### src/hw/rtl/sdpr_pkg.sv
// sdpr_pkg: shared types, codes and constants of the segment display pixel renderer
// depends on nothing; imported by every module of the block
`default_nettype none

package sdpr_pkg;

  localparam int unsigned NumPos      = 8;
  localparam int unsigned PosW        = 3;
  localparam int unsigned CountW      = 4;
  localparam int unsigned FifoDepth   = 4;
  localparam int unsigned FifoPtrW    = 2;
  localparam int unsigned InDataW     = 40;
  localparam int unsigned OutDataW    = 48;
  localparam int unsigned PixW        = 14;
  localparam int unsigned AddrW       = 4;

  localparam logic [2:0] ActTick   = 3'd0;
  localparam logic [2:0] ActValue  = 3'd1;
  localparam logic [2:0] ActColour = 3'd2;
  localparam logic [2:0] ActBlink  = 3'd3;
  localparam logic [2:0] ActRender = 3'd4;

  localparam logic [1:0] KindEmpty = 2'd0;
  localparam logic [1:0] KindDigit = 2'd1;
  localparam logic [1:0] KindDot   = 2'd2;
  localparam logic [1:0] KindColon = 2'd3;

  localparam logic [1:0] RegCount    = 2'd0;
  localparam logic [1:0] RegLayout   = 2'd1;
  localparam logic [1:0] RegLeds     = 2'd2;
  localparam logic [1:0] RegInterval = 2'd3;

  localparam logic [3:0]  CountReset    = 4'd8;
  localparam logic [15:0] LayoutReset   = 16'd0;
  localparam logic [7:0]  LedsReset     = 8'd1;
  localparam logic [12:0] IntervalReset = 13'd500;
  localparam logic [12:0] IntervalMin   = 13'd100;
  localparam logic [12:0] IntervalMax   = 13'd5000;
  localparam logic [23:0] ColourReset   = {8'd50, 8'd0, 8'd0};
  localparam logic [3:0]  TimeModLast   = 4'd9;

  typedef enum logic [1:0] {
    OP_VALUE,
    OP_COLOUR,
    OP_BLINK,
    OP_RENDER
  } op_e;

  typedef struct packed {
    op_e         op;
    logic [7:0]  mask;
    logic [7:0]  value;
    logic [23:0] rgb;
    logic        blink_on;
    logic [31:0] time_ms;
    logic [3:0]  time_mod10;
  } cmd_t;

  typedef struct packed {
    logic [3:0]  position_count;
    logic [15:0] layout_codes;
    logic [7:0]  leds_per_segment;
    logic [12:0] blink_interval_ms;
  } cfg_t;

  typedef struct packed {
    logic [13:0] pixel_start;
    logic [7:0]  run_length;
    logic [23:0] rgb;
    logic        last_run;
  } run_t;

  function automatic logic [3:0] active_count(input logic [3:0] count);
    logic [3:0] lim;
    lim = CountW'(NumPos);
    return (count > lim) ? lim : count;
  endfunction

endpackage

`default_nettype wire

### src/hw/rtl/sdpr_fifo.sv
// sdpr_fifo: short command queue between the front and the render engine
// depends on sdpr_pkg for the command type and depth
`default_nettype none

module sdpr_fifo (
  input  wire logic          clk_i,
  input  wire logic          rst_ni,
  input  wire logic          push_i,
  input  wire sdpr_pkg::cmd_t push_cmd_i,
  output logic               full_o,
  input  wire logic          pop_i,
  output logic               valid_o,
  output sdpr_pkg::cmd_t     head_o
);
  import sdpr_pkg::*;

  cmd_t                mem_q [FifoDepth];
  logic [FifoPtrW-1:0] wr_ptr_q, rd_ptr_q;
  logic [FifoPtrW:0]   cnt_q, cnt_d;
  logic                do_push, do_pop;

  assign full_o  = (cnt_q == (FifoPtrW+1)'(FifoDepth));
  assign valid_o = (cnt_q != '0);
  assign head_o  = mem_q[rd_ptr_q];
  assign do_push = push_i && !full_o;
  assign do_pop  = pop_i && valid_o;

  always_comb begin
    cnt_d = cnt_q;
    if (do_push && !do_pop) begin
      cnt_d = cnt_q + 1'b1;
    end else if (do_pop && !do_push) begin
      cnt_d = cnt_q - 1'b1;
    end
  end

  always_ff @(posedge clk_i or negedge rst_ni) begin
    if (!rst_ni) begin
      wr_ptr_q <= '0;
      rd_ptr_q <= '0;
      cnt_q    <= '0;
    end else begin
      cnt_q <= cnt_d;
      if (do_push) begin
        wr_ptr_q <= wr_ptr_q + 1'b1;
      end
      if (do_pop) begin
        rd_ptr_q <= rd_ptr_q + 1'b1;
      end
    end
  end

  always_ff @(posedge clk_i) begin
    if (do_push) begin
      mem_q[wr_ptr_q] <= push_cmd_i;
    end
  end

  a_cnt_bound: assert property (@(posedge clk_i) disable iff (!rst_ni)
    cnt_q <= (FifoPtrW+1)'(FifoDepth))
    else $error("queue fill count beyond depth");

  a_no_push_full: assert property (@(posedge clk_i) disable iff (!rst_ni)
    full_o |-> !push_i)
    else $error("command pushed into a full queue");

endmodule

`default_nettype wire

### src/hw/rtl/sdpr_front.sv
// sdpr_front: accepts input beats, keeps the millisecond clock, classifies writes
// depends on sdpr_pkg; feeds commands to sdpr_fifo
`default_nettype none

module sdpr_front (
  input  wire logic                         clk_i,
  input  wire logic                         rst_ni,
  input  wire logic                         in_valid_i,
  output logic                              in_ready_o,
  input  wire logic [2:0]                   in_user_i,
  input  wire logic [sdpr_pkg::InDataW-1:0] in_data_i,
  input  wire logic [3:0]                   position_count_i,
  input  wire logic                         fifo_full_i,
  output logic                              push_o,
  output sdpr_pkg::cmd_t                    cmd_o
);
  import sdpr_pkg::*;

  logic [31:0]     time_q;
  logic [3:0]      mod10_q;
  logic            accept, want;
  logic [PosW-1:0] pos;
  logic            all_pos;
  logic [3:0]      cnt;
  logic [7:0]      below_mask, single_mask, mask;
  op_e             op;

  assign in_ready_o = !fifo_full_i;
  assign accept     = in_valid_i && in_ready_o;
  assign pos        = in_data_i[2:0];
  assign all_pos    = in_data_i[3];
  assign cnt        = active_count(position_count_i);

  always_comb begin
    for (int i = 0; i < NumPos; i++) begin
      below_mask[i] = (CountW'(i) < cnt);
    end
    single_mask = ({1'b0, pos} < cnt) ? (8'd1 << pos) : 8'd0;
    op   = OP_RENDER;
    mask = 8'd0;
    want = 1'b0;
    case (in_user_i)
      ActValue: begin
        op   = OP_VALUE;
        mask = all_pos ? 8'hff : single_mask;
        want = (mask != 8'd0);
      end
      ActColour: begin
        op   = OP_COLOUR;
        mask = all_pos ? below_mask : single_mask;
        want = (mask != 8'd0);
      end
      ActBlink: begin
        op   = OP_BLINK;
        mask = all_pos ? 8'hff : single_mask;
        want = (mask != 8'd0);
      end
      ActRender: begin
        op   = OP_RENDER;
        want = 1'b1;
      end
      default: begin
        want = 1'b0;
      end
    endcase
  end

  assign push_o = accept && want;

  always_comb begin
    cmd_o.op         = op;
    cmd_o.mask       = mask;
    cmd_o.value      = in_data_i[11:4];
    cmd_o.rgb        = {in_data_i[19:12], in_data_i[27:20], in_data_i[35:28]};
    cmd_o.blink_on   = in_data_i[36];
    cmd_o.time_ms    = time_q;
    cmd_o.time_mod10 = mod10_q;
  end

  // time modulo ten restarts at the 32-bit wrap
  always_ff @(posedge clk_i or negedge rst_ni) begin
    if (!rst_ni) begin
      time_q  <= '0;
      mod10_q <= '0;
    end else if (accept && (in_user_i == ActTick)) begin
      time_q <= time_q + 32'd1;
      if (time_q == '1 || mod10_q == TimeModLast) begin
        mod10_q <= '0;
      end else begin
        mod10_q <= mod10_q + 4'd1;
      end
    end
  end

  a_mod10_range: assert property (@(posedge clk_i) disable iff (!rst_ni)
    mod10_q <= TimeModLast)
    else $error("time modulo ten out of range");

endmodule

`default_nettype wire

### src/hw/rtl/sdpr_render.sv
// sdpr_render: position store, blink phase and run walker with output register
// depends on sdpr_pkg; pops commands from sdpr_fifo
`default_nettype none

module sdpr_render (
  input  wire logic          clk_i,
  input  wire logic          rst_ni,
  input  wire sdpr_pkg::cfg_t cfg_i,
  input  wire logic          cmd_valid_i,
  input  wire sdpr_pkg::cmd_t cmd_i,
  output logic               cmd_pop_o,
  output logic               out_valid_o,
  input  wire logic          out_ready_i,
  output sdpr_pkg::run_t     out_run_o
);
  import sdpr_pkg::*;

  typedef enum logic {
    ST_IDLE,
    ST_WALK
  } state_e;

  state_e          state_q;
  logic [7:0]      pattern_q [NumPos];
  logic [23:0]     colour_q  [NumPos];
  logic [NumPos-1:0] blink_q;
  logic [31:0]     last_toggle_q;
  logic            phase_q;
  logic [3:0]      pos_q;
  logic [2:0]      seg_q;
  logic [PixW-1:0] pixel_q;
  run_t            pend_q, out_q;
  logic            pend_valid_q, out_valid_q;

  logic [3:0]      cnt;
  logic [PosW-1:0] idx;
  logic [1:0]      kind;
  logic            shine, elem_lit, done, skip, can_move, gen_ok, last_seg;
  logic [7:0]      len;
  run_t            new_run;
  logic            toggle;

  assign cnt      = active_count(cfg_i.position_count);
  assign idx      = pos_q[PosW-1:0];
  assign kind     = cfg_i.layout_codes[{idx, 1'b0} +: 2];
  assign shine    = blink_q[idx] ? phase_q : 1'b1;
  assign done     = (pos_q >= cnt);
  assign skip     = (kind == KindEmpty) || (kind == KindDigit && cfg_i.leds_per_segment == 8'd0);
  assign can_move = !out_valid_q || out_ready_i;
  assign gen_ok   = !pend_valid_q || can_move;
  assign last_seg = (kind != KindDigit) || (seg_q == 3'd6);
  assign toggle   = (cmd_i.time_ms >= (last_toggle_q + {19'd0, cfg_i.blink_interval_ms}));
  assign cmd_pop_o = (state_q == ST_IDLE) && cmd_valid_i;

  always_comb begin
    case (kind)
      KindDigit: begin
        len      = cfg_i.leds_per_segment;
        elem_lit = pattern_q[idx][3'd7 - seg_q];
      end
      KindDot: begin
        len      = 8'd1;
        elem_lit = (pattern_q[idx] != 8'd0);
      end
      KindColon: begin
        len      = 8'd2;
        elem_lit = (pattern_q[idx] != 8'd0);
      end
      default: begin
        len      = 8'd0;
        elem_lit = 1'b0;
      end
    endcase
    new_run.pixel_start = pixel_q;
    new_run.run_length  = len;
    new_run.rgb         = (elem_lit && shine) ? colour_q[idx] : 24'd0;
    new_run.last_run    = 1'b0;
  end

  always_ff @(posedge clk_i or negedge rst_ni) begin
    if (!rst_ni) begin
      state_q       <= ST_IDLE;
      for (int i = 0; i < NumPos; i++) begin
        pattern_q[i] <= 8'd0;
        colour_q[i]  <= ColourReset;
      end
      blink_q       <= '0;
      last_toggle_q <= '0;
      phase_q       <= 1'b0;
      pos_q         <= '0;
      seg_q         <= '0;
      pixel_q       <= '0;
      pend_q        <= '0;
      out_q         <= '0;
      pend_valid_q  <= 1'b0;
      out_valid_q   <= 1'b0;
    end else begin
      if (out_valid_q && out_ready_i) begin
        out_valid_q <= 1'b0;
      end
      case (state_q)
        ST_IDLE: begin
          if (cmd_valid_i) begin
            case (cmd_i.op)
              OP_VALUE: begin
                for (int i = 0; i < NumPos; i++) begin
                  if (cmd_i.mask[i]) pattern_q[i] <= cmd_i.value;
                end
              end
              OP_COLOUR: begin
                for (int i = 0; i < NumPos; i++) begin
                  if (cmd_i.mask[i]) colour_q[i] <= cmd_i.rgb;
                end
              end
              OP_BLINK: begin
                for (int i = 0; i < NumPos; i++) begin
                  if (cmd_i.mask[i]) blink_q[i] <= cmd_i.blink_on;
                end
              end
              default: begin
                if (toggle) begin
                  phase_q       <= !phase_q;
                  last_toggle_q <= cmd_i.time_ms - {28'd0, cmd_i.time_mod10};
                end
                pos_q   <= '0;
                seg_q   <= '0;
                pixel_q <= '0;
                state_q <= ST_WALK;
              end
            endcase
          end
        end
        ST_WALK: begin
          if (done) begin
            if (!pend_valid_q) begin
              state_q <= ST_IDLE;
            end else if (can_move) begin
              out_q          <= pend_q;
              out_q.last_run <= 1'b1;
              out_valid_q    <= 1'b1;
              pend_valid_q   <= 1'b0;
              state_q        <= ST_IDLE;
            end
          end else if (skip) begin
            pos_q <= pos_q + 4'd1;
            seg_q <= '0;
          end else if (gen_ok) begin
            if (pend_valid_q) begin
              out_q       <= pend_q;
              out_valid_q <= 1'b1;
            end
            pend_q       <= new_run;
            pend_valid_q <= 1'b1;
            pixel_q      <= pixel_q + {6'd0, len};
            if (last_seg) begin
              seg_q <= '0;
              pos_q <= pos_q + 4'd1;
            end else begin
              seg_q <= seg_q + 3'd1;
            end
          end
        end
        default: begin
          state_q <= ST_IDLE;
        end
      endcase
    end
  end

  assign out_valid_o = out_valid_q;
  assign out_run_o   = out_q;

  a_idle_no_pending: assert property (@(posedge clk_i) disable iff (!rst_ni)
    (state_q == ST_IDLE) |-> !pend_valid_q)
    else $error("held run left behind after a frame");

  a_pos_bound: assert property (@(posedge clk_i) disable iff (!rst_ni)
    pos_q <= CountW'(NumPos))
    else $error("walk position beyond the store");

  a_seg_bound: assert property (@(posedge clk_i) disable iff (!rst_ni)
    seg_q <= 3'd6)
    else $error("segment counter beyond the seventh segment");

endmodule

`default_nettype wire

### src/hw/rtl/segment_display_pixel_renderer.sv
// segment_display_pixel_renderer: top level with register port, front, queue and render engine
// depends on sdpr_pkg, sdpr_front, sdpr_fifo and sdpr_render
//
//  channel    direction  beat fields
//  s_axis     in         tuser action; tdata position..blink_on
//  m_axis     out        tdata pixel_start..blue_out; tlast last_run
//  apb        in/out     4 registers at byte addresses 0, 4, 8, 12
//
// ticks and writes are taken one beat per cycle while the 4-entry command queue has room
// a write is applied as the engine pops it; a render first updates the blink phase, then
// walks each run and each empty or zero-width position in turn, then closes the frame
// the engine stalls only on m_axis tready; the front keeps taking beats until the queue is full
// no clearing pass after reset: every store has its reset value at once
`default_nettype none

module segment_display_pixel_renderer (
  input  wire logic                          clk_i,
  input  wire logic                          rst_ni,
  input  wire logic                          s_axis_tvalid_i,
  output logic                               s_axis_tready_o,
  // action
  input  wire logic [2:0]                    s_axis_tuser_i,
  // position, all_positions, seg_value, red_in, green_in, blue_in, blink_on, zero fill
  input  wire logic [sdpr_pkg::InDataW-1:0]  s_axis_tdata_i,
  output logic                               m_axis_tvalid_o,
  input  wire logic                          m_axis_tready_i,
  // pixel_start, run_length, red_out, green_out, blue_out, zero fill
  output logic [sdpr_pkg::OutDataW-1:0]      m_axis_tdata_o,
  output logic                               m_axis_tlast_o,
  input  wire logic                          psel,
  input  wire logic                          penable,
  input  wire logic                          pwrite,
  input  wire logic [sdpr_pkg::AddrW-1:0]    paddr,
  input  wire logic [31:0]                   pwdata,
  output logic [31:0]                        prdata,
  output logic                               pready
);
  import sdpr_pkg::*;

  cfg_t       cfg_q;
  logic       cfg_we;
  logic [1:0] reg_idx;
  logic       push, fifo_full, pop, cmd_valid, run_valid;
  cmd_t       push_cmd, head_cmd;
  run_t       run;

  assign pready  = 1'b1;
  assign cfg_we  = psel && penable && pwrite && pready;
  assign reg_idx = paddr[3:2];

  always_ff @(posedge clk_i or negedge rst_ni) begin
    if (!rst_ni) begin
      cfg_q.position_count    <= CountReset;
      cfg_q.layout_codes      <= LayoutReset;
      cfg_q.leds_per_segment  <= LedsReset;
      cfg_q.blink_interval_ms <= IntervalReset;
    end else if (cfg_we) begin
      case (reg_idx)
        RegCount:  cfg_q.position_count   <= pwdata[3:0];
        RegLayout: cfg_q.layout_codes     <= pwdata[15:0];
        RegLeds:   cfg_q.leds_per_segment <= pwdata[7:0];
        RegInterval: begin
          if (pwdata[12:0] >= IntervalMin && pwdata[12:0] <= IntervalMax) begin
            cfg_q.blink_interval_ms <= pwdata[12:0];
          end
        end
        default: begin
          cfg_q <= cfg_q;
        end
      endcase
    end
  end

  always_comb begin
    case (reg_idx)
      RegCount:    prdata = {28'd0, cfg_q.position_count};
      RegLayout:   prdata = {16'd0, cfg_q.layout_codes};
      RegLeds:     prdata = {24'd0, cfg_q.leds_per_segment};
      RegInterval: prdata = {19'd0, cfg_q.blink_interval_ms};
      default:     prdata = 32'd0;
    endcase
  end

  sdpr_front u_front (
    .clk_i            (clk_i),
    .rst_ni           (rst_ni),
    .in_valid_i       (s_axis_tvalid_i),
    .in_ready_o       (s_axis_tready_o),
    .in_user_i        (s_axis_tuser_i),
    .in_data_i        (s_axis_tdata_i),
    .position_count_i (cfg_q.position_count),
    .fifo_full_i      (fifo_full),
    .push_o           (push),
    .cmd_o            (push_cmd)
  );

  sdpr_fifo u_fifo (
    .clk_i      (clk_i),
    .rst_ni     (rst_ni),
    .push_i     (push),
    .push_cmd_i (push_cmd),
    .full_o     (fifo_full),
    .pop_i      (pop),
    .valid_o    (cmd_valid),
    .head_o     (head_cmd)
  );

  sdpr_render u_render (
    .clk_i       (clk_i),
    .rst_ni      (rst_ni),
    .cfg_i       (cfg_q),
    .cmd_valid_i (cmd_valid),
    .cmd_i       (head_cmd),
    .cmd_pop_o   (pop),
    .out_valid_o (run_valid),
    .out_ready_i (m_axis_tready_i),
    .out_run_o   (run)
  );

  assign m_axis_tvalid_o = run_valid;
  assign m_axis_tdata_o  = {2'd0, run.rgb[7:0], run.rgb[15:8], run.rgb[23:16],
                            run.run_length, run.pixel_start};
  assign m_axis_tlast_o  = run.last_run;

endmodule

`default_nettype wire
### config.mk
export PLATFORM = sky130hd
export DESIGN_NAME = segment_display_pixel_renderer
export DESIGN_NICKNAME = d
export VERILOG_FILES = /design/src/hw/rtl/sdpr_pkg.sv /design/src/hw/rtl/sdpr_fifo.sv /design/src/hw/rtl/sdpr_front.sv /design/src/hw/rtl/sdpr_render.sv /design/src/hw/rtl/segment_display_pixel_renderer.sv
export SDC_FILE = /design/constraint.sdc
export NUM_CORES = 1
export LEC_CHECK = 0
export BUFFER_PORTS_ARGS = -buffer_cell sky130_fd_sc_hd__buf_2
export CAP_MARGIN = 20
export CELL_PAD_IN_SITES_DETAIL_PLACEMENT = 0
export CELL_PAD_IN_SITES_GLOBAL_PLACEMENT = 1
export CORE_ASPECT_RATIO = 0.7
export CORE_UTILIZATION = 47
export CTS_CLUSTER_SIZE = 28
export DETAILED_ROUTE_END_ITERATION = 8
export HOLD_SLACK_MARGIN = 0.06
export PLACE_DENSITY_LB_ADDON = 0.1
export SLEW_MARGIN = 5
export SYNTH_ARGS = -nofsm -noshare
export SYNTH_HDL_FRONTEND = slang
export SYNTH_HIERARCHICAL = 1
export SYNTH_SLANG_ARGS = --single-unit
export TNS_END_PERCENT = 100
### constraint.sdc
create_clock -name clk_i -period 4.6 [get_ports clk_i]
set_input_delay 1.38 -clock clk_i [delete_from_list [all_inputs] [get_ports clk_i]]
set_output_delay 1.38 -clock clk_i [all_outputs]
set_load 0.005 [all_outputs]
**Yosys cells after proc, flatten, opt, wreduce, memory -nomap -nowiden**

Memory sizes are Yosys's and may differ from the RTL's.
Index checks and enable logic that the tools add are counted.

- Bits in registers: 498
- Memory bits (writable): 316
- Memories kept: 1

- Order comparisons: 17
- Reductions and logical operators: 74
- Bitwise gates (word level): 5
- Eq/ne operators: 26
- Multiplexer cells: 70
- $add $sub $neg: 12
- Shifts and indexed selects: 2

Memories:

| name | depth | bits a word | rd ports | clocked after Yosys merged registers in | wr ports | RTL line | text |
|---|---|---|---|---|---|---|---|
| u_fifo.mem_q | 4 | 79 | 1 | 0 | 1 | sdpr_fifo.sv:17 | `cmd_t mem_q [FifoDepth];` |

Operators with widths:

| cell | count |
|---|---|
| 2-to-1 mux 47 bit | 6 |
| one-hot mux 32 bit (4 select lines) | 1 |
| AND reduction 4 bit | 27 |
| binary-select mux 24 bit (select 3 bit) | 1 |
| 2-to-1 mux 24 bit | 3 |
| 2-to-1 mux 14 bit | 5 |
| 2-to-1 mux 8 bit | 5 |
| adder 32 x 1 -> 32 bit, second input constant | 1 |
| adder 32 x 13 -> 32 bit | 1 |
| equality test 32 bit, second input constant | 1 |
| greater-or-equal comparator 32 bit | 1 |
| 2-to-1 mux 4 bit | 8 |
| subtractor 32 x 4 -> 32 bit | 1 |
| one-hot mux 14 bit (2 select lines) | 1 |
| binary-select mux 8 bit (select 3 bit) | 1 |
| 2-to-1 mux 3 bit | 8 |
| one-hot mux 8 bit (3 select lines) | 1 |
| nonzero test 8 bit | 3 |
| 2-to-1 mux 1 bit | 21 |
| < comparator 3 x 4 -> 1 bit, first input constant | 4 |
| one-hot mux 8 bit (2 select lines) | 1 |
| indexed part select 16 x 5 -> 2 bit | 1 |
| AND reduction 5 bit | 3 |
| adder 14 x 8 -> 14 bit | 1 |
| 44 further kinds | 100 |

**Logic depth before layout (Yosys ltp)**

Gate-level depths: netlist (run 1).

- Depth in word-level cells: 13
- Mapped depth: 19
- Gate-level depth less buffers: 18

**Hierarchy**

Netlist (run 1), hierarchy kept.

Modules (own cells, without submodules):

| module | area each (um^2) | instances | cells each |
|---|---|---|---|
| sdpr_render | 20564.7 | 1 | 1521 |
| sdpr_fifo | 11901.4 | 1 | 448 |
| sdpr_front | 2358.5 | 1 | 258 |
| segment_display_pixel_renderer | 2124.5 | 1 | 151 |

**Least setup slack after synthesis (run 1)**

Ideal clock, no wire load.

- Path type: input to register
- Start: input s_axis_tdata_i[2] (netlist bit)
- End: memory u_fifo/mem_q[2][0] (netlist bit), enable pin
- Cell stages on the path: 9
- Slack: -347 ps
- Arrival: 4501 ps
- Library setup time: 446 ps
- Path buffers: 1
- Path through: ha_1 -> a21o_1 -> a31oi_1 -> nor2_1 -> o21ai_0 -> a21o_1 -> nor2b_1 -> buf_6 -> and2_1

- Cells in the longest elaborated chain, start to end: 9
- Elaborated cells on any way between the ends: 12
- Those cells by class: order compare: 1; shift: 1; mux: 6; reduce/logical: 4

Ends and longest elaborated chain:

| what | RTL line | text |
|---|---|---|
| start: declaration | segment_display_pixel_renderer.sv:24 | `input wire logic [sdpr_pkg::InDataW-1:0] s_axis_tdata_i,` |
| < comparator 3 x 4 -> 1 bit or left shift 1 x 3 -> 8 bit (tied branches) | sdpr_front.sv:38 | `single_mask = ({1'b0, pos} < cnt) ? (8'd1 << pos) : 8'd0;` |
| 2-to-1 mux 8 bit (*) | sdpr_front.sv:38 |  |
| 2-to-1 mux 8 bit, on equally long branches | sdpr_front.sv:45, sdpr_front.sv:55, sdpr_front.sv:50 |  |
| nonzero test 8 bit, on equally long branches | sdpr_front.sv:46, sdpr_front.sv:56, sdpr_front.sv:51 |  |
| one-hot mux 1 bit (3 select lines) (*) | sdpr_front.sv:42 | `case (in_user_i)` |
| logical AND 1 bit (*) | sdpr_front.sv:68 | `assign push_o = accept && want;` |
| named net push | segment_display_pixel_renderer.sv:43 | `logic push, fifo_full, pop, cmd_valid, run_valid;` |
| logical AND 1 bit (*) | sdpr_fifo.sv:25 | `assign do_push = push_i && !full_o;` |
| named net u_fifo.do_push | sdpr_fifo.sv:20 | `logic do_push, do_pop;` |
| 2-to-1 mux 1 bit (*) | sdpr_fifo.sv:54 | `if (do_push) begin` |
| 2-to-1 mux 1 bit (implied by the code) (*) | sdpr_fifo.sv:55 | `mem_q[wr_ptr_q] <= push_cmd_i;` |
| end: declaration | sdpr_fifo.sv:17 |  |

Mark *: on every way through the listed nets, which the timed path passes. The rest lies on a longest branch.

**Worst setup path in the final report (run 1)**

- Start: register cfg_q[0] (netlist bit)
- End: register u_render.last_toggle_q[17]

- Cells in the longest elaborated chain, start to end: 3

Ends and longest elaborated chain:

| what | RTL line | text |
|---|---|---|
| start: declaration | segment_display_pixel_renderer.sv:40 | `cfg_t cfg_q;` |
| start signal: assignment | segment_display_pixel_renderer.sv:68 | `cfg_q <= cfg_q;` |
| adder 32 x 13 -> 32 bit | sdpr_render.sv:52 | `assign toggle = (cmd_i.time_ms >= (last_toggle_q + {19'd0, cfg_i.blink_interval_ms}));` |
| greater-or-equal comparator 32 bit | sdpr_render.sv:52 |  |
| AND reduction 4 bit (no line) | n/a |  |
| end signal: assignment | sdpr_render.sv:123 | `last_toggle_q <= cmd_i.time_ms - {28'd0, cmd_i.time_mod10};` |
| end: declaration | sdpr_render.sv:27 | `logic [31:0] last_toggle_q;` |

No other way between the ends.
A chain may end at the register's enable or synchronous reset.

==> results.cfg, run 1 <==
[timing]
fmax_ghz = 0.227
relSlewSlack_pct = 39.5
slew_viol_final = 0
skew_ns = 0.0200
worst_slew_pin_slew_ns = 0.906
timing.hold.ws_ns = 0.478
hold_viol = 0
setup_viol = 0
period_share_pct = 95.8
finalSetupTns_ns = 0
final.min_clock_period_ns = 4.41

[job]
drv_cap = 0

[clock_tree]
path_clk_slew_ns = 0.06
hold_buffers = 0
cts_tree = yes
cts_buffers = 83
clockBufferDepth = 3
clk_latency_ns = 0.65
clockRootBuffer = clkbuf_16
clock_sink_count = 814
cts_max_level = 3

[synthesis]
yosysSeqAreaShare_pct = 59.5
synthesis.area_um2 = 36900
syn-instance-count = 2378
synth_area_per_cell_um2 = 15.5
synth_edf_count = 316
netlist.area_leader.share_pct = 31.6
yosysUniqueCellTypes = 84
ys.flop_type = dfrtp_1
async_reset_ff_share_pct = 61.2
ys_warn_count = 6
ys_ff_latch = 814
yosysTopAreaCell = dfrtp_1
netlist_top_cells_count = dfrtp_1 (466), mux2_2 (390), edfxtp_1 (316)
yosysMostFrequentCell = dfrtp_1
ys_top_cells_by_area = dfrtp_1 (32%), edfxtp_1 (26%), mux2_2 (12%)

[routing]
viasPerCell = 5.62
post_drt_wl_per_cell_um = 22.9
drt-total-wl_mm = 83.8
vias = 20600
firstDrtPassIters = 5
drtIter0Drc = 1269
postRouteAntennaNets = 0
drc = 0

[power_and_ir_drop]
clkPwrFrac_pct = 23.8
p_seq_share_pct = 38.7
ir_drop_uv = 344
pwr_density_cell_nw_per_um2 = 680
swShare_pct = 33.5
switchingPower_uw = 9520
p_comb_share_pct = 37.5
internal-power_uw = 18900
leakage_uw = 0.0169

[global_routing]
antenna_found_initial = 2
grt_use_total_pct = 21.6
grt_max_degree = 106
grt_pass1_vias = 21400
overflow = 0
grt_pass1_wl_mm = 130

[setup_path]
cp.arrival_ns = 4.94
end_kind = register
r2r_slack_ns = 0.19
cp.required_ns = 5.14
crit_buf_inv = 6
slowest_stage = fa_2
crit_chain = ha_2 -> inv_1 -> fa_2 -> nor2b_1 -> o31ai_1 -> buf_4 -> a21oi_4 -> o41ai_2 -> buf_4 -> a2bb2oi_4 -> buf_6 -> nor2_1 -> xnor2_1 -> ha_1 -> a21o_1 -> a21o_1 -> a211oi_2 -> o31ai_4 -> a31oi_4 -> buf_4 -> buf_16 -> mux2_2
cp-start-kind = register
setup.worst_path.class = reg -> reg
crit_fanout = 11
cpPeakStageDelay_ns = 0.41
cpMostUsedCell = buf_4
cp_top_family = compound AO/OA/AOI/OAI gates

[floorplan]
die_area_um2 = 79800
core_um2 = 77300
die_h_um = 237
initial_core_util_pct = 47.8
ios = 170
chipWidth_um = 337
rows = 85

[placement]
dpl.hpwl_mm = 55.9
port_buffers = 129
gpl.final_weighted_congestion = 0.816

[run_status]
status = finished, final reports clean

[cells_and_area]
area_growth_pct = 13.0
drive_gt1_share_pct = 37.7
antenna_cells = 0
final_nets = 2711

[worst_hold_path]
hold_path_class = reg -> reg
sequential cells by signal, summed over array words and instances (netlist names):
name	count
u_fifo/mem_q	316
u_render/colour_q	192
u_render/pattern_q	64
u_render/out_run_o	47
u_render/pend_q	46
cfg_q	41
u_front/time_q	32
u_render/last_toggle_q	32
u_render/pixel_q	14
u_render/blink_q	8
u_front/mod10_q	4
u_render/pos_q	4
u_fifo/cnt_q	3
u_render/seg_q	3
u_fifo/rd_ptr_q	2
u_fifo/wr_ptr_q	2
u_render/out_valid_o	1
u_render/pend_valid_q	1
u_render/phase_q	1
u_render/state_q	1
repair_timing:
| item | 4_1_cts | 5_1_grt |
|---|---|---|
| buffers inserted | 1 | 3 |
| endpoints found under the setup margin | 24 | 33 |
| cloned | 1 | 0 |
| gates resized for setup | 4 | 19 |
| pin swaps | 1 | 6 |
power groups by stage:
stage	Sequential [uW]	Clock, uW	Combinational (uW)
after CTS	11000	6940	10600
final	11000	6750	10700
after global routing	11300	7220	11600
after floorplan	10600	0	7780
after detailed placement	11100	0	10500
after global placement	11000	0	10300
final cells by class:
| type | count | area, um2 |
|---|---|---|
| fill | 6277 | 35500 |
| sequential | 814 | 22000 |
| multi-input combinational | 1392 | 14000 |
| clock buffer | 115 | 2300 |
| timing repair buffer | 214 | 1560 |
| tap | 1044 | 1310 |
| clock inverter | 41 | 430 |
| inverter | 42 | 158 |
stage by stage:
stage | setup WS (ns) | total power (uW) | cell area, um2 | util (%) | instances
2_1_floorplan | 0.144 | 18400 | 37000 | - | 2395
3_3_place_gp | -0.0183 | 21200 | 38900 | 50.3 | 3502
3_5_place_dp | -0.0412 | 21600 | 38900 | 50.3 | 3502
4_1_cts | 0.0222 | 28600 | 41700 | 53.9 | 3660
5_1_grt | -0.0126 | 30100 | 41800 | 54.0 | 3662
6_report | 0.194 | 28400 | 41800 | 54.0 | 3662
routing by layer:
metal	global-route usage, %	share of wire (%)	vias up
met3	3.36	4.0	121
met4	5.30	2.0	2
li1	-	-	9209
met2	31.4	44	380
met1	33.9	50	10900
met5	0	0.014	-
worst register-to-register path: stages, from the launching register on:
cell and delay [ns]:
dfrtp_1 0.40, ha_2 0.23, inv_1 0.07, fa_2 0.41
nor2b_1 0.16, o31ai_1 0.09, buf_4 0.15, a21oi_4 0.15
o41ai_2 0.08, buf_4 0.15, a2bb2oi_4 0.17, buf_6 0.16
nor2_1 0.12, xnor2_1 0.09, ha_1 0.19, a21o_1 0.18
a21o_1 0.19, a211oi_2 0.30, o31ai_4 0.15, a31oi_4 0.22
buf_4 0.18, buf_16 0.14, mux2_2 0.33
cell usage in the layout, fill, tap and decap left out, types with 8 or more instances in the layout:
cell type	instances
mux2_4	10
mux4_1	9
xor2_1	41
buf_2	128
mux2_2	390
buf_4	64
dfstp_2	32
mux2i_1	44
nand4_1	19
clkinv_2	10
edfxtp_1	316
clkbuf_1	23
mux4_2	145
clkbuf_8	8
a21o_1	20
nor4_1	9
xnor2_1	65
clkinv_1	12
and3_1	13
a21oi_1	26
buf_12	19
o21ai_0	50
conb_1	19
and4_1	8
inv_1	41
a31oi_1	8
nand2_1	121
and2_1	13
nand2b_1	19
nand3_1	30
clkbuf_16	84
nor2_2	8
ha_1	73
nor2_1	70
dfrtp_1	462
nor2b_1	24
o21ai_2	21
nor3_1	22
cell families after synthesis:
logic type / count (synthesis) / share of synthesized area (%)
DFF: 814 / 59.5
xor gates and xnor gates: 106 / 2.51
buffers and inverters: 189 / 3.17
muxes: 599 / 23.0
adders and majority gates: 78 / 2.72
other: 2 / 0.0203
AOI/OAI and AO/OA: 182 / 3.29
and+or+nand+nor: 408 / 5.77
worst paths after layout:
path / from / to / cells past startpoint
hold / removal: u_render/pend_q[3] / u_render/pend_q[3] / 2
setup / recovery: cfg_q[0] / u_render/last_toggle_q[17] / 22
setup reg to reg: cfg_q[0] / u_render/last_toggle_q[17] / 22
min in group asynchronous: rst_ni / cfg_q[1] / 1
max in group asynchronous: rst_ni / u_render/out_run_o[19] / 2
hold reg to reg: u_render/pend_q[3] / u_render/pend_q[3] / 2
Note: power is estimated with default switching activity, not from simulation.
==> run 2, diff against run 1 <==
--- a/config.mk
+++ b/config.mk
@@ -15,9 +15,9 @@
 export DETAILED_ROUTE_END_ITERATION = 8
 export HOLD_SLACK_MARGIN = 0.06
 export PLACE_DENSITY_LB_ADDON = 0.1
+export RECOVER_POWER = 50
 export SLEW_MARGIN = 5
 export SYNTH_ARGS = -nofsm -noshare
 export SYNTH_HDL_FRONTEND = slang
-export SYNTH_HIERARCHICAL = 1
 export SYNTH_SLANG_ARGS = --single-unit
 export TNS_END_PERCENT = 100
==> run 2 against run 1 <==
The flow now finishes with violations (max-capacitance violations, max-slew violations); hold slack better by 0.00083 ns; final area is 1.1% lower; final cell count is 1.4% lower; synthesized cell count fell by 2.7%; die area fell by 1.5%; first-iteration DRC count up 9.1%; worst setup slack improved by 0.066 ns; largest cell class unchanged.
==> results.cfg, run 2 <==
[synthesis]
synth_area_per_cell_um2 = 15.7
ys_warn_count = 0
yosysTopAreaCell = dfrtp_1
yosysUniqueCellTypes = 75
yosysMostFrequentCell = dfrtp_1
syn-instance-count = 2314
synthesis.area_um2 = 36400
ys.flop_type = dfrtp_1
netlist_top_cells_count = dfrtp_1 (466), mux2_2 (377), edfxtp_1 (316)
ys_top_cells_by_area = dfrtp_1 (32%), edfxtp_1 (26%), mux2_2 (12%)
netlist.area_leader.share_pct = 32.1
async_reset_ff_share_pct = 61.2
yosysSeqAreaShare_pct = 60.4
synth_edf_count = 316
ys_ff_latch = 814

[floorplan]
initial_core_util_pct = 47.9
chipWidth_um = 335
rows = 84
die_h_um = 235
ios = 170
core_um2 = 75900
die_area_um2 = 78500

[routing]
viasPerCell = 5.69
drc = 0
drtIter0Drc = 1385
vias = 20500
drt-total-wl_mm = 82.7
postRouteAntennaNets = 0
post_drt_wl_per_cell_um = 22.9
firstDrtPassIters = 5

[clock_tree]
cts_buffers = 80
cts_max_level = 3
clockBufferDepth = 3
clk_latency_ns = 0.65
path_clk_slew_ns = 0.06
clock_sink_count = 814
clockRootBuffer = clkbuf_16
cts_tree = yes

[cells_and_area]
final_nets = 2673
largest_reg_flops = 316
regMostFlops = u_fifo.mem_q
largestRegisters = u_fifo.mem_q (316), u_render.colour_q (192), u_render.pattern_q (64)
layout_common_cells = dfrtp_1 (461), mux2_2 (377), edfxtp_1 (316)
drive_gt1_share_pct = 34.3
final_area_um2 = 41300
area_growth_pct = 13.5
final_common_cell = dfrtp_1

[placement]
port_buffers = 129
dpl-instance-area_um2 = 38800
gpl.final_weighted_congestion = 0.831
dpl.hpwl_mm = 54.9

[global_routing]
grt_use_total_pct = 21.5
antenna_found_initial = 2
grt_max_degree = 118
grt_pass1_vias = 21000
grt_pass1_wl_mm = 129
overflow = 0

[timing]
rsz0062_at_grt = no
worst_slew_pin_slew_ns = 2.91
slew_viol_final = 348
finalSetupTns_ns = 0
relSlewSlack_pct = -94.3
period_share_pct = 94.3
fmax_ghz = 0.230
final.min_clock_period_ns = 4.34
hold_viol = 0
skew_ns = 0.0269
setup_viol = 0

[setup_path]
end_kind = register
cp.arrival_ns = 4.85
crit_fanout = 25
cp-start-kind = register
cp.required_ns = 5.11
setup.worst_path.class = reg -> reg

[run_status]
status = finished, violations left
violations = max-capacitance violations, max-slew violations

[worst_hold_path]
hold_path_class = reg -> reg

[power_and_ir_drop]
ir_drop_uv = 376
leakage_uw = 0.0162
pwr_density_cell_nw_per_um2 = 689

[job]
drv_cap = 4
## run 2: metrics by stage
stage | hold WS, ns | utilization, % | total power, uW | cells | setup WS [ns]
after floorplan | 0.442 | - | 18500 | 2331 | 0.0213
after global placement | 0.462 | 51.1 | 21700 | 3459 | 0.0947
after detailed placement | 0.469 | 51.1 | 22100 | 3459 | 0.0873
after CTS | 0.483 | 54.6 | 28700 | 3609 | 0.0230
after global routing | 0.502 | 54.4 | 30200 | 3609 | 0.0297
final | 0.479 | 54.4 | 28500 | 3611 | 0.260
## run 2: metal layers
layer | track usage [%] | wire, um | vias to the layer above
met2 | 31.0 | 35900 | 493
met4 | 4.96 | 1510 | 0
li1 | - | - | 9169
met5 | 0 | 0 | -
met1 | 33.5 | 40700 | 10800
met3 | 4.30 | 4630 | 104
## run 2: critical path: stages, from the launching register on
cell and delay (ns):
dfrtp_1 0.41, ha_1 0.23, inv_1 0.07, fa_1 0.20
nor2b_1 0.06, o21a_1 0.18, o21ai_1 0.20, a21oi_2 0.11
o31ai_2 0.30, buf_4 0.24, a21oi_1 0.09, xnor2_1 0.17
ha_1 0.27, nand2_1 0.07, o21ai_1 0.08, or4_1 0.63
a211oi_4 0.27, nor2_2 0.10, buf_12 0.18, mux2_1 0.33
## run 2: power by group
| group | total (uW) | internal, uW | switching, uW |
|---|---|---|---|
| Combinational | 10800 | 5300 | 5520 |
| Clock | 6570 | 3770 | 2800 |
| Sequential | 11100 | 9820 | 1250 |
## run 2: final timing paths
path	start	to	slack, ns	cells past startpoint
worst min-delay path	u_render.out_run_o[10]	u_render.out_run_o[10]	0.48	1
worst min register to register	u_render.out_run_o[10]	u_render.out_run_o[10]	0.48	1
max in group asynchronous	rst_ni	u_render.colour_q[123]	0.70	2
worst max-delay path	cfg_q[0]	u_render.last_toggle_q[20]	0.26	19
worst max register to register	cfg_q[0]	u_render.last_toggle_q[20]	0.26	19
min in group asynchronous	rst_ni	cfg_q[30]	0.65	1
## run 2: logic make-up after synthesis
kind of cell | share of synthesized area [%]
adder cells (fa/ha/maj) | 2.76
XOR/XNOR | 2.48
AND/OR/NAND/NOR | 5.18
multiplexers | 23.4
flip-flops | 60.4
buffers and inverters | 1.94
other | 0.0206
AO/OA/AOI/OAI | 3.79
## run 2: layout make-up
| cell class | count | area, um2 |
|---|---|---|
| multi-input cells | 1374 | 13800 |
| clock buffers | 125 | 2390 |
| well taps | 1032 | 1290 |
| clock inverters | 25 | 250 |
| diodes | 2 | 5.00 |
| flip-flops and latches | 814 | 22000 |
| fillers | 6161 | 34600 |
| repair buffers | 202 | 1380 |
| inverters | 37 | 139 |
## run 2: what timing repair did
| action | 4_1_cts | 5_1_grt |
|---|---|---|
| endpoints found under the setup margin | 0 | 30 |
| hold buffers | 0 | 0 |
| gates resized for setup | 0 | 16 |
| buffers inserted | 0 | 0 |
